$ cat config.mk
export PLATFORM = sky130hd
export DESIGN_NAME = touch_slider_swipe_detector_unit
export DESIGN_NICKNAME = d
export VERILOG_FILES = /design/src/design/tssd_pkg.sv /design/src/design/tssd_cfg.sv /design/src/design/tssd_step.sv /design/src/design/touch_slider_swipe_detector_unit.sv
export SDC_FILE = /design/constraint.sdc
export NUM_CORES = 1
export LEC_CHECK = 0
export ABC_CLOCK_PERIOD_IN_PS = 9450
export BUFFER_PORTS_ARGS = -buffer_cell sky130_fd_sc_hd__buf_4
export CAP_MARGIN = 20
export CORE_MARGIN = 2
export CORE_UTILIZATION = 30
export CTS_CLUSTER_SIZE = 28
export DETAILED_ROUTE_END_ITERATION = 8
export PLACE_DENSITY_LB_ADDON = 0.25
export SYNTH_ARGS = -nofsm -noshare
export SYNTH_HDL_FRONTEND = slang
export SYNTH_HIERARCHICAL = 1
export SYNTH_SLANG_ARGS = --single-unit
$ cat constraint.sdc
create_clock -name clk -period 9.45 [get_ports clk]
set_input_delay 0.4725 -clock clk [delete_from_list [all_inputs] [get_ports clk]]
set_output_delay 0.4725 -clock clk [all_outputs]
set_load 0.01 [all_outputs]
$ cat src/design/tssd_pkg.sv
// ----------------------------------------------------------------------------
// Touch slider swipe detector package
// Shared types, codes and reset values for the swipe detector block.
// ----------------------------------------------------------------------------
package tssd_pkg;

  // Sensing channels that take part in the touch count.
  localparam int CHANNELS = 12;
  localparam int MASK_W   = 12;
  localparam int CNT_W    = $clog2(CHANNELS + 1);
  localparam int POS_W    = 16;
  localparam int STAMP_W  = 32;
  localparam int CFG_W    = 16;
  localparam int LIMIT_W  = 4;
  localparam int IDX_W    = 3;

  // Configuration register indexes.
  localparam logic [IDX_W-1:0] REG_DOWN_START_X     = 3'd0;
  localparam logic [IDX_W-1:0] REG_UP_START_X       = 3'd1;
  localparam logic [IDX_W-1:0] REG_TRAVEL_THRESHOLD = 3'd2;
  localparam logic [IDX_W-1:0] REG_REARM_GAP_MS     = 3'd3;
  localparam logic [IDX_W-1:0] REG_MAX_TOUCHED      = 3'd4;

  // Reset values of the configuration registers.
  localparam logic [CFG_W-1:0]   RST_DOWN_START_X     = 16'd600;
  localparam logic [CFG_W-1:0]   RST_UP_START_X       = 16'd200;
  localparam logic [CFG_W-1:0]   RST_TRAVEL_THRESHOLD = 16'd400;
  localparam logic [CFG_W-1:0]   RST_REARM_GAP_MS     = 16'd150;
  localparam logic [LIMIT_W-1:0] RST_MAX_TOUCHED      = 4'd3;

  localparam logic [POS_W-1:0] TRAVEL_MAX = '1;

  typedef enum logic [1:0] {
    DIR_NONE = 2'd0,
    DIR_UP   = 2'd1,
    DIR_DOWN = 2'd2
  } dir_t;

  typedef enum logic [1:0] {
    KEY_NONE       = 2'd0,
    KEY_SLIDE_UP   = 2'd1,
    KEY_SLIDE_DOWN = 2'd2
  } key_t;

  // Configuration register set.
  typedef struct packed {
    logic [CFG_W-1:0]   down_start_x;
    logic [CFG_W-1:0]   up_start_x;
    logic [CFG_W-1:0]   travel_threshold;
    logic [CFG_W-1:0]   rearm_gap_ms;
    logic [LIMIT_W-1:0] max_touched;
  } cfg_t;

  // Gesture state carried from one sample to the next.
  typedef struct packed {
    logic               armed;
    dir_t               direction;
    logic [POS_W-1:0]   travel;
    logic [POS_W-1:0]   last_x;
    logic [STAMP_W-1:0] last_stamp;
  } gesture_t;

  // One input word.
  typedef struct packed {
    logic [POS_W-1:0]   position_x;
    logic [MASK_W-1:0]  touch_mask;
    logic [STAMP_W-1:0] stamp_ms;
  } sample_t;

  // One result word.
  typedef struct packed {
    key_t             key_event;
    dir_t             swipe_dir;
    logic [POS_W-1:0] travel_now;
    logic             is_armed;
  } result_t;

endpackage

$ cat src/design/tssd_cfg.sv
// ----------------------------------------------------------------------------
// Swipe detector configuration registers
// Holds the five thresholds, written through a plain indexed write port.
// ----------------------------------------------------------------------------
module tssd_cfg (
  input  logic                        clk,
  input  logic                        rst,
  input  logic                        cfg_we,
  input  logic [tssd_pkg::IDX_W-1:0]  cfg_index,
  input  logic [tssd_pkg::CFG_W-1:0]  cfg_wdata,
  output tssd_pkg::cfg_t              cfg
);

  // Register file; writes to unused indexes are dropped.
  always_ff @(posedge clk) begin
    if (rst) begin
      cfg.down_start_x     <= tssd_pkg::RST_DOWN_START_X;
      cfg.up_start_x       <= tssd_pkg::RST_UP_START_X;
      cfg.travel_threshold <= tssd_pkg::RST_TRAVEL_THRESHOLD;
      cfg.rearm_gap_ms     <= tssd_pkg::RST_REARM_GAP_MS;
      cfg.max_touched      <= tssd_pkg::RST_MAX_TOUCHED;
    end else if (cfg_we) begin
      case (cfg_index)
        tssd_pkg::REG_DOWN_START_X:     cfg.down_start_x     <= cfg_wdata;
        tssd_pkg::REG_UP_START_X:       cfg.up_start_x       <= cfg_wdata;
        tssd_pkg::REG_TRAVEL_THRESHOLD: cfg.travel_threshold <= cfg_wdata;
        tssd_pkg::REG_REARM_GAP_MS:     cfg.rearm_gap_ms     <= cfg_wdata;
        tssd_pkg::REG_MAX_TOUCHED: begin
          cfg.max_touched <= cfg_wdata[tssd_pkg::LIMIT_W-1:0];
        end
        default: ;
      endcase
    end
  end

endmodule

$ cat src/design/tssd_step.sv
// ----------------------------------------------------------------------------
// Swipe detector step logic
// Combinational update of the gesture state for one sample.
// ----------------------------------------------------------------------------
module tssd_step (
  input  tssd_pkg::cfg_t     cfg,
  input  tssd_pkg::gesture_t st,
  input  tssd_pkg::sample_t  smp,
  output tssd_pkg::gesture_t st_next,
  output tssd_pkg::result_t  res
);

  logic [tssd_pkg::CNT_W-1:0]   touch_cnt;
  logic                         too_many;
  logic [tssd_pkg::STAMP_W-1:0] gap;
  logic                         gap_long;
  logic [tssd_pkg::POS_W-1:0]   x;
  logic [tssd_pkg::POS_W-1:0]   rise;
  logic [tssd_pkg::POS_W-1:0]   fall;
  logic [tssd_pkg::POS_W:0]     sum_up;
  logic [tssd_pkg::POS_W:0]     sum_down;
  logic [tssd_pkg::POS_W-1:0]   sat_up;
  logic [tssd_pkg::POS_W-1:0]   sat_down;
  tssd_pkg::key_t               key;

  assign x = smp.position_x;

  // Count the touched channels.
  always_comb begin
    touch_cnt = '0;
    for (int i = 0; i < tssd_pkg::CHANNELS && i < tssd_pkg::MASK_W; i++) begin
      touch_cnt = touch_cnt + tssd_pkg::CNT_W'(smp.touch_mask[i]);
    end
  end

  assign too_many = ({1'b0, touch_cnt} > (tssd_pkg::CNT_W + 1)'(cfg.max_touched));

  // Sample gap, modulo the stamp width.
  assign gap      = smp.stamp_ms - st.last_stamp;
  assign gap_long = (gap > tssd_pkg::STAMP_W'(cfg.rearm_gap_ms));

  // Motion since the previous sample and saturated travel sums.
  assign rise     = x - st.last_x;
  assign fall     = st.last_x - x;
  assign sum_up   = {1'b0, st.travel} + {1'b0, rise};
  assign sum_down = {1'b0, st.travel} + {1'b0, fall};
  assign sat_up   = sum_up[tssd_pkg::POS_W] ? tssd_pkg::TRAVEL_MAX
                                            : sum_up[tssd_pkg::POS_W-1:0];
  assign sat_down = sum_down[tssd_pkg::POS_W] ? tssd_pkg::TRAVEL_MAX
                                              : sum_down[tssd_pkg::POS_W-1:0];

  // Gesture decision.
  always_comb begin
    st_next            = st;
    st_next.last_x     = x;
    st_next.last_stamp = smp.stamp_ms;
    key                = tssd_pkg::KEY_NONE;

    if (too_many) begin
      st_next.armed     = 1'b0;
      st_next.direction = tssd_pkg::DIR_NONE;
      st_next.travel    = '0;
    end else if (gap_long) begin
      st_next.armed     = 1'b1;
      st_next.direction = tssd_pkg::DIR_NONE;
      st_next.travel    = '0;
    end else if (st.armed) begin
      case (st.direction)
        tssd_pkg::DIR_NONE: begin
          if (st.last_x > cfg.down_start_x && st.last_x > x) begin
            st_next.direction = tssd_pkg::DIR_DOWN;
            st_next.travel    = fall;
          end else if (st.last_x < cfg.up_start_x && x > st.last_x) begin
            st_next.direction = tssd_pkg::DIR_UP;
            st_next.travel    = rise;
          end
        end
        tssd_pkg::DIR_UP: begin
          if (x >= st.last_x) begin
            st_next.travel = sat_up;
          end else begin
            st_next.armed     = 1'b0;
            st_next.direction = tssd_pkg::DIR_NONE;
            st_next.travel    = '0;
          end
        end
        tssd_pkg::DIR_DOWN: begin
          if (st.last_x >= x) begin
            st_next.travel = sat_down;
          end else begin
            st_next.armed     = 1'b0;
            st_next.direction = tssd_pkg::DIR_NONE;
            st_next.travel    = '0;
          end
        end
        default: ;
      endcase

      // Enough travel in a known direction fires the key and disarms.
      if (st_next.travel > cfg.travel_threshold) begin
        if (st_next.direction == tssd_pkg::DIR_UP) begin
          key           = tssd_pkg::KEY_SLIDE_UP;
          st_next.armed = 1'b0;
        end else if (st_next.direction == tssd_pkg::DIR_DOWN) begin
          key           = tssd_pkg::KEY_SLIDE_DOWN;
          st_next.armed = 1'b0;
        end
      end
    end
  end

  assign res.key_event  = key;
  assign res.swipe_dir  = st_next.direction;
  assign res.travel_now = st_next.travel;
  assign res.is_armed   = st_next.armed;

endmodule

$ cat src/design/touch_slider_swipe_detector_unit.sv
// ----------------------------------------------------------------------------
// Touch slider swipe detector
// Turns slider samples into slide-up and slide-down key events.
// ----------------------------------------------------------------------------
// Usage:
//   Input words (position_x, touch_mask, stamp_ms) enter on in_valid and
//   in_ready. Each word yields exactly one result word (key_event,
//   swipe_dir, travel_now, is_armed) on out_valid and out_ready.
//   A word is captured in an input register; from there the step logic
//   updates the gesture state and loads the result register as soon as
//   that register is free or draining, so every result passes both registers.
//   One word is taken every cycle while results are drained; the step
//   logic is a single pass of a popcount, a 32-bit gap compare and a
//   16-bit saturating add.
//   When the receiver stalls, the result register holds its word and the
//   input register holds one more; in_ready then drops until out_ready
//   returns.
//   Reset clears the gesture state (not armed, no direction, zero travel,
//   previous x and time zero), empties both registers and loads the
//   default thresholds. Configuration writes via cfg_we, cfg_index and
//   cfg_wdata take effect at once and belong in idle periods.
// ----------------------------------------------------------------------------
module touch_slider_swipe_detector_unit (
  input  logic                          clk,
  input  logic                          rst,
  input  logic                          cfg_we,
  input  logic [tssd_pkg::IDX_W-1:0]    cfg_index,
  input  logic [tssd_pkg::CFG_W-1:0]    cfg_wdata,
  input  logic                          in_valid,
  output logic                          in_ready,
  input  logic [tssd_pkg::POS_W-1:0]    position_x,
  input  logic [tssd_pkg::MASK_W-1:0]   touch_mask,
  input  logic [tssd_pkg::STAMP_W-1:0]  stamp_ms,
  output logic                          out_valid,
  input  logic                          out_ready,
  output logic [1:0]                    key_event,
  output logic [1:0]                    swipe_dir,
  output logic [tssd_pkg::POS_W-1:0]    travel_now,
  output logic                          is_armed
);

  tssd_pkg::cfg_t     cfg;
  tssd_pkg::gesture_t st;
  tssd_pkg::gesture_t st_next;
  tssd_pkg::sample_t  smp;
  tssd_pkg::result_t  res_next;
  tssd_pkg::result_t  res;
  logic               smp_valid;
  logic               advance;

  tssd_cfg u_cfg (
    .clk       (clk),
    .rst       (rst),
    .cfg_we    (cfg_we),
    .cfg_index (cfg_index),
    .cfg_wdata (cfg_wdata),
    .cfg       (cfg)
  );

  tssd_step u_step (
    .cfg     (cfg),
    .st      (st),
    .smp     (smp),
    .st_next (st_next),
    .res     (res_next)
  );

  // The held word moves on when the result register is free or draining.
  assign advance  = smp_valid && (!out_valid || out_ready);
  assign in_ready = !smp_valid || advance;

  // Input register.
  always_ff @(posedge clk) begin
    if (rst) begin
      smp_valid <= 1'b0;
    end else if (in_ready) begin
      smp_valid <= in_valid;
    end
    if (in_ready && in_valid) begin
      smp.position_x <= position_x;
      smp.touch_mask <= touch_mask;
      smp.stamp_ms   <= stamp_ms;
    end
  end

  // Gesture state, updated once per word that reaches the result register.
  always_ff @(posedge clk) begin
    if (rst) begin
      st.armed      <= 1'b0;
      st.direction  <= tssd_pkg::DIR_NONE;
      st.travel     <= '0;
      st.last_x     <= '0;
      st.last_stamp <= '0;
    end else if (advance) begin
      st <= st_next;
    end
  end

  // Result register.
  always_ff @(posedge clk) begin
    if (rst) begin
      out_valid <= 1'b0;
    end else if (advance) begin
      out_valid <= 1'b1;
    end else if (out_ready) begin
      out_valid <= 1'b0;
    end
    if (advance) begin
      res <= res_next;
    end
  end

  assign key_event  = res.key_event;
  assign swipe_dir  = res.swipe_dir;
  assign travel_now = res.travel_now;
  assign is_armed   = res.is_armed;

endmodule
======== Word-level counts from Yosys, hierarchy flattened ========
Index checks and enable logic that the tools add are counted.
cells by class
  add/sub/neg operators ................... 16
  multiply operators ...................... 0
  div/mod/pow operators ................... 0
  $lt $le $gt $ge ......................... 9
  equal/unequal tests ..................... 8
  shift-type cells ........................ 0
  mux-type cells .......................... 23
  bitwise logic cells ..................... 2
  reductions and logical operators ........ 18
operators by type and width
  kind                  count
  $mux W18              5
  $gt A16 B16 Y1        4
  $mux W16              4
  $mux W19              3
  $pmux W18 S3          1
  $add A4 B1 Y4         10
  $add A16 B16 Y17      2
  $ge A16 B16 Y1        2
  $gt A32 B16 Y1        1
  $sub A16 B16 Y16      2
  $sub A32 B32 Y32      1
  $lt A16 B16 Y1        1
  $reduce_and A2 Y1     5
  $eq A3 B2 Y1 const B  2
  $mux W1               6
  $mux W3               2
  $reduce_or A5 Y1      1
  $eq A2 B1 Y1 const B  2
  $eq A2 B2 Y1 const B  2
  $gt A4 B4 Y1          1
  $logic_and A1 B1 Y1   4
  $reduce_or A4 Y1      1
  $eq A3 B1 Y1 const B  1
  $eq A3 B3 Y1 const B  1
  9 further kinds       12
storage, ports and cells
  register bits after elaboration ......... 218
  bits in latches ......................... 0
  bits in writable memories ............... 0
  memory bits (read-only) ................. 0
  input port bits ......................... 84
  output and inout bits ................... 23
  word-level logic and storage cells ...... 96
  memories kept ........................... 0

======== Depth between registers and ports, before layout ========
Gate-level depths: netlist of run 1.
  depth after elaboration ................. 20
  gate-level depth with buffers ........... 35
  depth with buffers taken out ............ 33

======== Modules after synthesis ========
Netlist of run 1, hierarchy kept.
modules (own cells, without submodules)
  module                            times used  cells each  area an instance (µm²)  sequential area each (µm²)
  tssd_step                         1           1272        8650.8                  0.0
  touch_slider_swipe_detector_unit  1           382         5512.8                  3813.7
  tssd_cfg                          1           257         2738.9                  1361.3

======== Worst setup path before layout of run 1 ========
Ideal clock, no wire load.
  kind .................................... register to register
  from .................................... reg, netlist name st[38]
  to ...................................... reg, netlist name st[66]
  setup time .............................. 72 ps
  arrival time ............................ 5720 ps
  data required time ...................... 9378 ps
  slack ................................... 3658 ps
  cell stages (with the launch flop) ...... 34
  period minus slack after synthesis ...... 5792 ps
  cell sequence ........................... dfxtp_1 inv_1 ha_1 clkbuf_1 a21o_1 or3_1 o211ai_1 o21ai_0 o41ai_1 xor2_1 inv_1 ha_1 a21o_1 a21oi_1 o21ai_0 a21o_1 clkbuf_1 o21bai_1 a221oi_1 a21oi_1 ha_1 a21o_1 a21o_1 a21oi_1 nor2b_1 o21ai_0 nand2_1 a211oi_1 a31oi_1 a21oi_1 o21a_1 buf_4 nand2b_1 mux2i_1

==> flow_summary.ini, run 1 <==
[global_route]
first_global_vias = 12800
grt_max_degree = 118
grt.overflow.total = 0
antenna_found_initial = 0
track_usage_pct = 16.0
grt_pass1_wl_um = 72900

[sta]
final_max_slew_viol_count = 0
max_freq_mhz = 149
rsz0062_at_grt = no
hold_viol = 0
setup_viol = 0
setup_tns_ns = 0
layout_min_cycle_time_ns = 6.72
tightest_slew_ns = 1.09
fin_ws_ns = 2.73
skew_ns = 0.0212
relSlewSlack_pct = 26.8
fin_crit_sh_pct = 71.1

[placement]
placed_cells = 2637
dpl_worst_slack_ns = 2.78
place.gp.congestion = 0.879
hpwlAfterDp_um = 36400
port_buffers = 106

[setup_path]
r2r_end = st[66]$_SDFFE_PP0P_
crit_fanout = 12
cp_slowest_stage_delay_ns = 0.44
reg2reg_depth = 30
cp.required_ns = 9.92
rrSetupSlack_ns = 2.73
start_kind = register
end_kind = register
timing.critical_path.mode_cell = a21o_1
crit_arrival_ns = 7.19
r2r-start = st[38]$_SDFFE_PP0P_
crit_type = reg -> reg
crit_slowest_cell = ha_1

[floorplanning]
die_x_um = 241
die_height_um = 241
pin_count = 107
dieArea_mm2 = 0.0583
core_mm2 = 0.0561
num_rows = 87
start_util_pct = 30.2

[power]
p_leak_uw = 0.00793
swShare_pct = 31.9
p_comb_share_pct = 28.3
p_switching_uw = 929
peakVddDrop_uv = 126
clockPowerShare_pct = 35.8
seqPwrFrac_pct = 35.9
p_per_area_mw_per_mm2 = 155
p_int_uw = 1990
power.total_uw = 2920

[logic_synthesis]
yosys_warnings = 6
synth.top_cells.by_area = dfxtp_1, edfxtp_1, ha_1
synth_nets = 2176
syn-cell-area_mm2 = 0.0169
avgSynthCellArea_um2 = 8.84
yosysSeqAreaShare_pct = 30.6
ys_ff_latch = 218
synth_flop_cell = dfxtp_1
ys_async_sr_fraction_pct = 0
synth_cell_type_count = 81
synth_edf_count = 81
synth_top_cell_by_area = dfxtp_1
ys_top_cells_by_count = nand2b_1, inv_1, ha_1
postSynthCellCount = 1911
synthDominantCellAreaShare_pct = 16.2
synth.most_common_cell = nand2b_1

[cts]
cts_sinks = 218
cts_made_buffers = 27
cts-resized-gates = 0
clock_path_buffers = 3
cts_setup_buffers = 0
clk-insertion-delay-late_ns = 0.56
cts-root-buf = clkbuf_16
cts_tree = done
clkTransAtPathRegs_ns = 0.06
h-tree-depth = 1
holdBufCountCts = 0

[detailed_routing]
dr.first_iter.drc_count = 757
vias = 12900
vias_per_cell = 4.81
first_pass_iters = 5
avgRoutedWirePerCell_um = 17.4
drc = 0
wl_um = 46700
ant_nets = 0

[flow_run]
drv_cap = 0

[min_path]
min_to = smp[59]$_DFFE_PP_
min_from = position_x[15]
min_path_type = in -> reg
whs_path_depth = 1

[run_status]
status = finished, final reports clean

[finish]
antennaDiodeCount = 0
layout.nets = 2175
drive_gt1_share_pct = 9.74
utilization_pct = 33.5
area_growth_pct = 11.2
final_cell_count_no_fill = 2686
fillers = 5847
logic make-up after synthesis:
kind of cell	share of synthesized area [%]
AO/OA/AOI/OAI	15.2
XOR/XNOR	3.83
AND/OR/NAND/NOR	18.0
flip-flops	30.6
adder cells (fa/ha/maj)	13.9
buffers and inverters	9.10
multiplexers	9.33
metrics by stage:
stage / hold slack, ns / area [um^2]
floorplan: 0.448 / 16900
global placement: 0.459 / 17900
detailed placement: 0.460 / 17900
CTS: 0.0565 / 18800
global route: 0.0656 / 18800
finish: 0.0912 / 18800
how the worst max path moves through the flow:
| stage | from | endpoint | slack [ns] | depth (start not counted) |
|---|---|---|---|---|
| floorplan | st[38]$_SDFFE_PP0P_ | st[66]$_SDFFE_PP0P_ | 3.66 | 33 |
| global placement | st[38]$_SDFFE_PP0P_ | st[66]$_SDFFE_PP0P_ | 2.89 | 30 |
| detailed placement | st[38]$_SDFFE_PP0P_ | st[66]$_SDFFE_PP0P_ | 2.78 | 30 |
| CTS | st[38]$_SDFFE_PP0P_ | st[66]$_SDFFE_PP0P_ | 2.70 | 30 |
| global route | st[32]$_SDFFE_PP0P_ | st[66]$_SDFFE_PP0P_ | 2.08 | 33 |
| finish | st[38]$_SDFFE_PP0P_ | st[66]$_SDFFE_PP0P_ | 2.73 | 30 |
critical path, delay by kind of cell, from the launching register on:
kind / cells / cell delay, ns
and+or+nand+nor: 4 / 0.51
muxes: 1 / 0.13
adders and majority gates: 3 / 1.11
xor gates and xnor gates: 1 / 0.33
buffers and inverters: 2 / 0.15
DFF: 1 / 0.43
AOI/OAI and AO/OA: 19 / 3.97
sequential cells by signal (all words and copies together) (netlist names):
register / cells
travel_now: 16
st: 67
smp_valid: 1
is_armed: 1
out_valid: 1
key_event: 2
smp: 60
swipe_dir: 2
u_cfg/cfg: 68
routing by layer:
layer / wire length [um] / track usage, %
met3: 1980 / 2.31
met5: 0 / 0
met1: 21000 / 20.5
met2: 22300 / 27.7
met4: 1440 / 5.16
power by group through the flow:
stage	Sequential, uW	Clock (uW)	Combinational (uW)
after CTS	1050	1080	830
after global placement	1070	0	819
after global routing	1050	1120	924
final	1050	1040	824
after detailed placement	1070	0	825
after floorplan	1060	0	613
layout by cell type, fill, tap and decap left out, types with 4 or more instances in the layout:
| cell type | Yosys | final |
|---|---|---|
| or2_2 | 5 | 5 |
| mux2i_1 | 153 | 153 |
| dfxtp_1 | 137 | 137 |
| nor3_1 | 23 | 23 |
| a31oi_1 | 9 | 9 |
| and3_1 | 11 | 11 |
| o2111ai_1 | 5 | 4 |
| o211ai_1 | 29 | 29 |
| a21o_1 | 39 | 39 |
| nor4_1 | 6 | 6 |
| clkbuf_16 | 0 | 29 |
| nand4_1 | 18 | 18 |
| clkbuf_1 | 53 | 5 |
| o21ai_0 | 76 | 76 |
| xor2_1 | 26 | 26 |
| xnor2_1 | 48 | 48 |
| ha_1 | 169 | 169 |
| a211o_1 | 5 | 5 |
| and2_1 | 6 | 6 |
| nand2b_1 | 216 | 216 |
| nand2_1 | 72 | 72 |
| o21a_1 | 22 | 22 |
| edfxtp_1 | 81 | 81 |
| o21bai_1 | 17 | 17 |
| or3_1 | 7 | 7 |
| nor2_1 | 130 | 130 |
| a21oi_1 | 122 | 121 |
| nor3b_1 | 7 | 7 |
| clkbuf_8 | 0 | 5 |
| nor2b_1 | 15 | 14 |
| buf_4 | 72 | 118 |
| nand3_1 | 27 | 27 |
| a211oi_1 | 26 | 26 |
| fa_1 | 12 | 12 |
| inv_1 | 172 | 172 |
| mux2_2 | 4 | 4 |
final cells by class:
cell class	instances	area (um^2)	area share [%]
Sequential cell	218	5170	27.5
Clock buffer	39	813	4.33
Inverter	173	649	3.46
Tap cell	756	946	5.03
Multi-Input combinational cell	1372	10200	54.5
Clock inverter	10	88.8	0.473
Timing Repair Buffer	118	886	4.71
No activity file was read; power rests on OpenSTA's default activity.
==> inputs of run 2 (changes only) <==
ABC_CLOCK_PERIOD_IN_PS = 6200   (was 9450)
clock period = 6.2 ns   (was 9.45 ns; I/O delays follow)
==> run 2 against run 1 <==
Clock power is 51% higher. Sequential share of layout area decreased by 1.7 points. Wire length up 1.4%. Combinational power up 66%. Design area up 6.5%. Via count grew 4.1%. Total power increased by 56%. Critical path depth did not move. Clock skew down 0.0028 ns. First-iteration DRC count is 3.4% lower. Die area is the same. Utilization increased by 2.2 points.
==> flow_summary.ini, run 2 (synthesis gave the netlist of run 1 again) <==
[cts]
cts_tree = done
cts_sinks = 218
clk-insertion-delay-late_ns = 0.57
cts_made_buffers = 28
clock_path_buffers = 3
cts-root-buf = clkbuf_16
h-tree-depth = 1
clkTransAtPathRegs_ns = 0.06

[finish]
drive_gt1_share_pct = 13.3
layout_commonest_cell = nand2b_1
mostFrequentLayoutCells = nand2b_1, inv_1, buf_4
area_growth_pct = 18.4
stdcell_area_mm2 = 0.0200
top_register = u_cfg/cfg
largest_reg_flops = 68
antennaDiodeCount = 0
layout.nets = 2289
top_regs = u_cfg/cfg (68), st (67), smp (60)

[floorplanning]
start_util_pct = 30.2
die_x_um = 241
core_mm2 = 0.0561
die_height_um = 241
num_rows = 87
dieArea_mm2 = 0.0583
pin_count = 107

[sta]
fin_crit_sh_pct = 96.5
skew_ns = 0.0183
hold_viol = 0
layout_min_cycle_time_ns = 5.98
max_freq_mhz = 167
final_max_slew_viol_count = 0
fin_ws_ns = 0.218
relSlewSlack_pct = 34.4
setup_viol = 0
tightest_slew_ns = 0.979

[detailed_routing]
drc = 0
dr.first_iter.drc_count = 731
first_pass_iters = 5
vias = 13500
ant_nets = 0
vias_per_cell = 4.80
avgRoutedWirePerCell_um = 16.9
wl_um = 47400

[setup_path]
start_kind = register
crit_slowest_cell = edfxtp_1
crit_type = reg -> reg
cp.required_ns = 6.68
rrSetupSlack_ns = 0.22
timing.critical_path.mode_cell = a21o_1
r2r-start = smp[50]$_DFFE_PP_
end_kind = register
crit_arrival_ns = 6.46
cp_slowest_stage_delay_ns = 0.44
r2r_end = st[66]$_SDFFE_PP0P_
reg2reg_depth = 30
crit_fanout = 4

[min_path]
min_from = cfg_wdata[3]
min_to = u_cfg/cfg[39]$_SDFFE_PP1P_
whs_path_depth = 3
min_path_type = in -> reg

[global_route]
track_usage_pct = 16.2
grt_pass1_wl_um = 74300
antenna_found_initial = 1
first_global_vias = 13400
grt.overflow.total = 0
grt_max_degree = 144

[placement]
post_dp_cell_area_mm2 = 0.0181
dpl_worst_slack_ns = -0.0408
port_buffers = 106
hpwlAfterDp_um = 36400
place.gp.congestion = 0.906

[power]
power.total_uw = 4540
p_per_area_mw_per_mm2 = 227
peakVddDrop_uv = 168
p_leak_uw = 0.00847

[run_status]
status = finished, final reports clean

[flow_run]
drv_cap = 0
## run 2: changes by cell type in the layout (fill, tap and decap cells not counted), sizes merged
cell,change
buf,+48
bufinv,-1
clkbuf,+8
clkinvlp,-1
dlygate4sd3,+64
inv,-2
## run 2: repair_timing
action	CTS	global route
pin swaps	0	29
setup endpoints to repair	3	4
hold buffers	64	0
gates resized for setup	3	54
hold endpoints to repair	64	0
setup buffers	1	12
## run 2: area by class of cell
cell class,instances,area [um^2]
multi-input combinational,1372,10400
clock buffer,46,850
timing repair buffer,231,1910
inverter,173,652
tap,756,946
sequential,218,5180
clock inverter,6,36.3
fill,5762,36000
## run 2: how the worst max path moves through the flow
stage	from	to	slack [ns]	cells past startpoint
2_1_floorplan	st[38]$_SDFFE_PP0P_	st[66]$_SDFFE_PP0P_	0.41	33
3_3_place_gp	st[32]$_SDFFE_PP0P_	st[66]$_SDFFE_PP0P_	0.13	32
3_5_place_dp	st[32]$_SDFFE_PP0P_	st[66]$_SDFFE_PP0P_	-0.04	32
4_1_cts	st[32]$_SDFFE_PP0P_	st[66]$_SDFFE_PP0P_	0.08	32
5_1_grt	smp[50]$_DFFE_PP_	st[66]$_SDFFE_PP0P_	-0.1	30
6_report	smp[50]$_DFFE_PP_	st[66]$_SDFFE_PP0P_	0.22	30
## run 2: power by group
group	total, uW	switching (uW)	internal (uW)
combinational	1370	762	613
sequential	1590	41.2	1550
clock	1570	643	929
total	4540	1450	3090
## run 2: critical path: cells and delay by family, from the launching register on
family,cells,cell delay (ns)
AOI/OAI and AO/OA,19,3.59
xor gates and xnor gates,1,0.17
adders and majority gates,3,0.86
buffers and inverters,2,0.19
DFF,1,0.44
muxes,1,0.11
and+or+nand+nor,4,0.52
## run 2: stage by stage
step / hold WS (ns) / instances / util (%) / setup TNS [ns]
detailed placement: 0.466 / 2672 / 32.4 / -0.0408
global route: 0.0281 / 2802 / 35.7 / -0.109
CTS: 0.0200 / 2789 / 35.1 / 0
global placement: 0.458 / 2672 / 32.4 / 0
floorplan: 0.409 / 1911 / - / 0
finish: 0.0532 / 2802 / 35.7 / 0
## run 2: per-layer routing
| layer | global-route usage (%) | vias up | routed length (um) |
|---|---|---|---|
| met5 | 0 | - | 11 |
| met4 | 4.13 | 2 | 1060 |
| met3 | 1.95 | 67 | 1700 |
| met2 | 30.0 | 252 | 24000 |
| met1 | 19.8 | 6321 | 20700 |
| li1 | - | 6811 | - |
==> inputs of run 3 (changes only) <==
ABC_CLOCK_PERIOD_IN_PS = 6500   (was 6200)
clock period = 6.5 ns   (was 6.2 ns; I/O delays follow)
==> run 3 against run 2 <==
Fmax decreased by 3.1%. Sequential share of layout area is 0.37 points higher. Highest routed layer is now met4. Register-to-register slack better by 0.11 ns. Clock skew shrank 0.0015 ns. Wire length down 0.75%. Total power shrank 3.2%. Sequential cell count did not move. Via count down 0.94%.
==> flow_summary.ini, run 3 (synthesis gave the netlist of run 1 again) <==
[power]
peakVddDrop_uv = 209
p_leak_uw = 0.00834
p_per_area_mw_per_mm2 = 223

[detailed_routing]
first_pass_iters = 5
wl_um = 47000
ant_nets = 0
avgRoutedWirePerCell_um = 17.0
drc = 0
vias = 13300
vias_per_cell = 4.81
dr.first_iter.drc_count = 812

[sta]
rsz0062_at_grt = no
tightest_slew_ns = 1.10
layout_min_cycle_time_ns = 6.17
setup_tns_ns = 0
final_max_slew_viol_count = 0
hold_viol = 0
skew_ns = 0.0168
setup_viol = 0
fin_crit_sh_pct = 95.0
holdWs_ns = 0.0403
max_freq_mhz = 162
relSlewSlack_pct = 26.6

[finish]
drive_gt1_share_pct = 11.0
fillers = 5759
largest_reg_flops = 68
top_regs = u_cfg/cfg (68), st (67), smp (60)
area_growth_pct = 16.6
antennaDiodeCount = 0
top_register = u_cfg/cfg
multi_input_area_mm2 = 0.0103
layout.nets = 2257
seqCellArea_mm2 = 0.00517
layout_commonest_cell = nand2b_1
mostFrequentLayoutCells = nand2b_1, inv_1, ha_1

[floorplanning]
start_util_pct = 30.2
dieArea_mm2 = 0.0583
die_x_um = 241
pin_count = 107
num_rows = 87
die_height_um = 241
core_mm2 = 0.0561

[cts]
cts_sinks = 218
clk-insertion-delay-late_ns = 0.56
cts_tree = done
cts-root-buf = clkbuf_16
cts_made_buffers = 28
clock_path_buffers = 3
h-tree-depth = 1
clkTransAtPathRegs_ns = 0.06

[run_status]
status = finished, final reports clean

[setup_path]
crit_type = reg -> reg
crit_slowest_cell = edfxtp_1
start_kind = register
cp.required_ns = 6.98
crit_fanout = 5
timing.critical_path.mode_cell = a21oi_1
end_kind = register
cp_slowest_stage_delay_ns = 0.46
crit_arrival_ns = 6.65

[min_path]
min_path_type = in -> reg

[global_route]
grt_max_degree = 152
grt.overflow.total = 0
grt_pass1_wl_um = 73900
track_usage_pct = 16.2
first_global_vias = 13200
antenna_found_initial = 0

[placement]
hpwlAfterDp_um = 36300
port_buffers = 106
place.gp.congestion = 0.922

[flow_run]
drv_cap = 0
==> run 3: final timing paths <==
path	from	endpoint	slack (ns)	cells after the start
max reg2reg	smp[45]$_DFFE_PP_	st[66]$_SDFFE_PP0P_	0.33	30
min	cfg_wdata[7]	u_cfg/cfg[59]$_SDFFE_PP0P_	0.04	3
max	smp[45]$_DFFE_PP_	st[66]$_SDFFE_PP0P_	0.33	30
min reg2reg	u_cfg/cfg[67]$_SDFFE_PP0P_	u_cfg/cfg[67]$_SDFFE_PP0P_	0.47	2
==> run 3: metrics by stage <==
step	power, uW	util [%]	worst slack, ns	area, um^2	std cells
floorplan	2430	-	0.708	16900	1911
global placement	2750	32.1	0.336	18000	2654
detailed placement	2760	32.1	0.299	18000	2654
CTS	4460	35.0	0.224	19600	2766
global route	4660	35.2	0.00210	19700	2770
finish	4390	35.2	0.326	19700	2770
==> run 3: critical path, delay by kind of cell (launching register included) <==
kind / cells / cell delay, ns
flops: 1 / 0.46
compound gates: 20 / 3.78
fa+ha+maj: 3 / 1.03
mux: 1 / 0.12
xor+xnor: 1 / 0.26
simple gates: 5 / 0.43
==> run 3: per-layer routing <==
metal	vias up	share of wire, %	global-route usage, %
li1	6755	-	-
met5	-	0	0
met2	271	48	28.4
met3	81	3.5	1.73
met1	6220	45	20.5
met4	0	3.5	5.78
==> run 3: area by class of cell <==
| class | count | area share [%] |
|---|---|---|
| multi-input combinational | 1372 | 52.2 |
| sequential | 218 | 26.3 |
| timing repair buffer | 199 | 8.51 |
| tap | 756 | 4.80 |
| clock buffer | 46 | 4.68 |
| inverter | 173 | 3.29 |
| clock inverter | 6 | 0.311 |
==> run 3: repair_timing <==
action	in CTS	in global routing
resized for setup	0	13
buffers inserted	0	1
endpoints found under the hold margin	60	0
hold buffers	60	0
setup endpoints to repair	0	4
==> run 3: where the power goes <==
part           internal, uW  switching [uW]  total, uW  leakage [uW]
Sequential             1480            39.8       1520       0.00192
Clock                  1000             613       1620      0.000483
Combinational           540             718       1260       0.00594
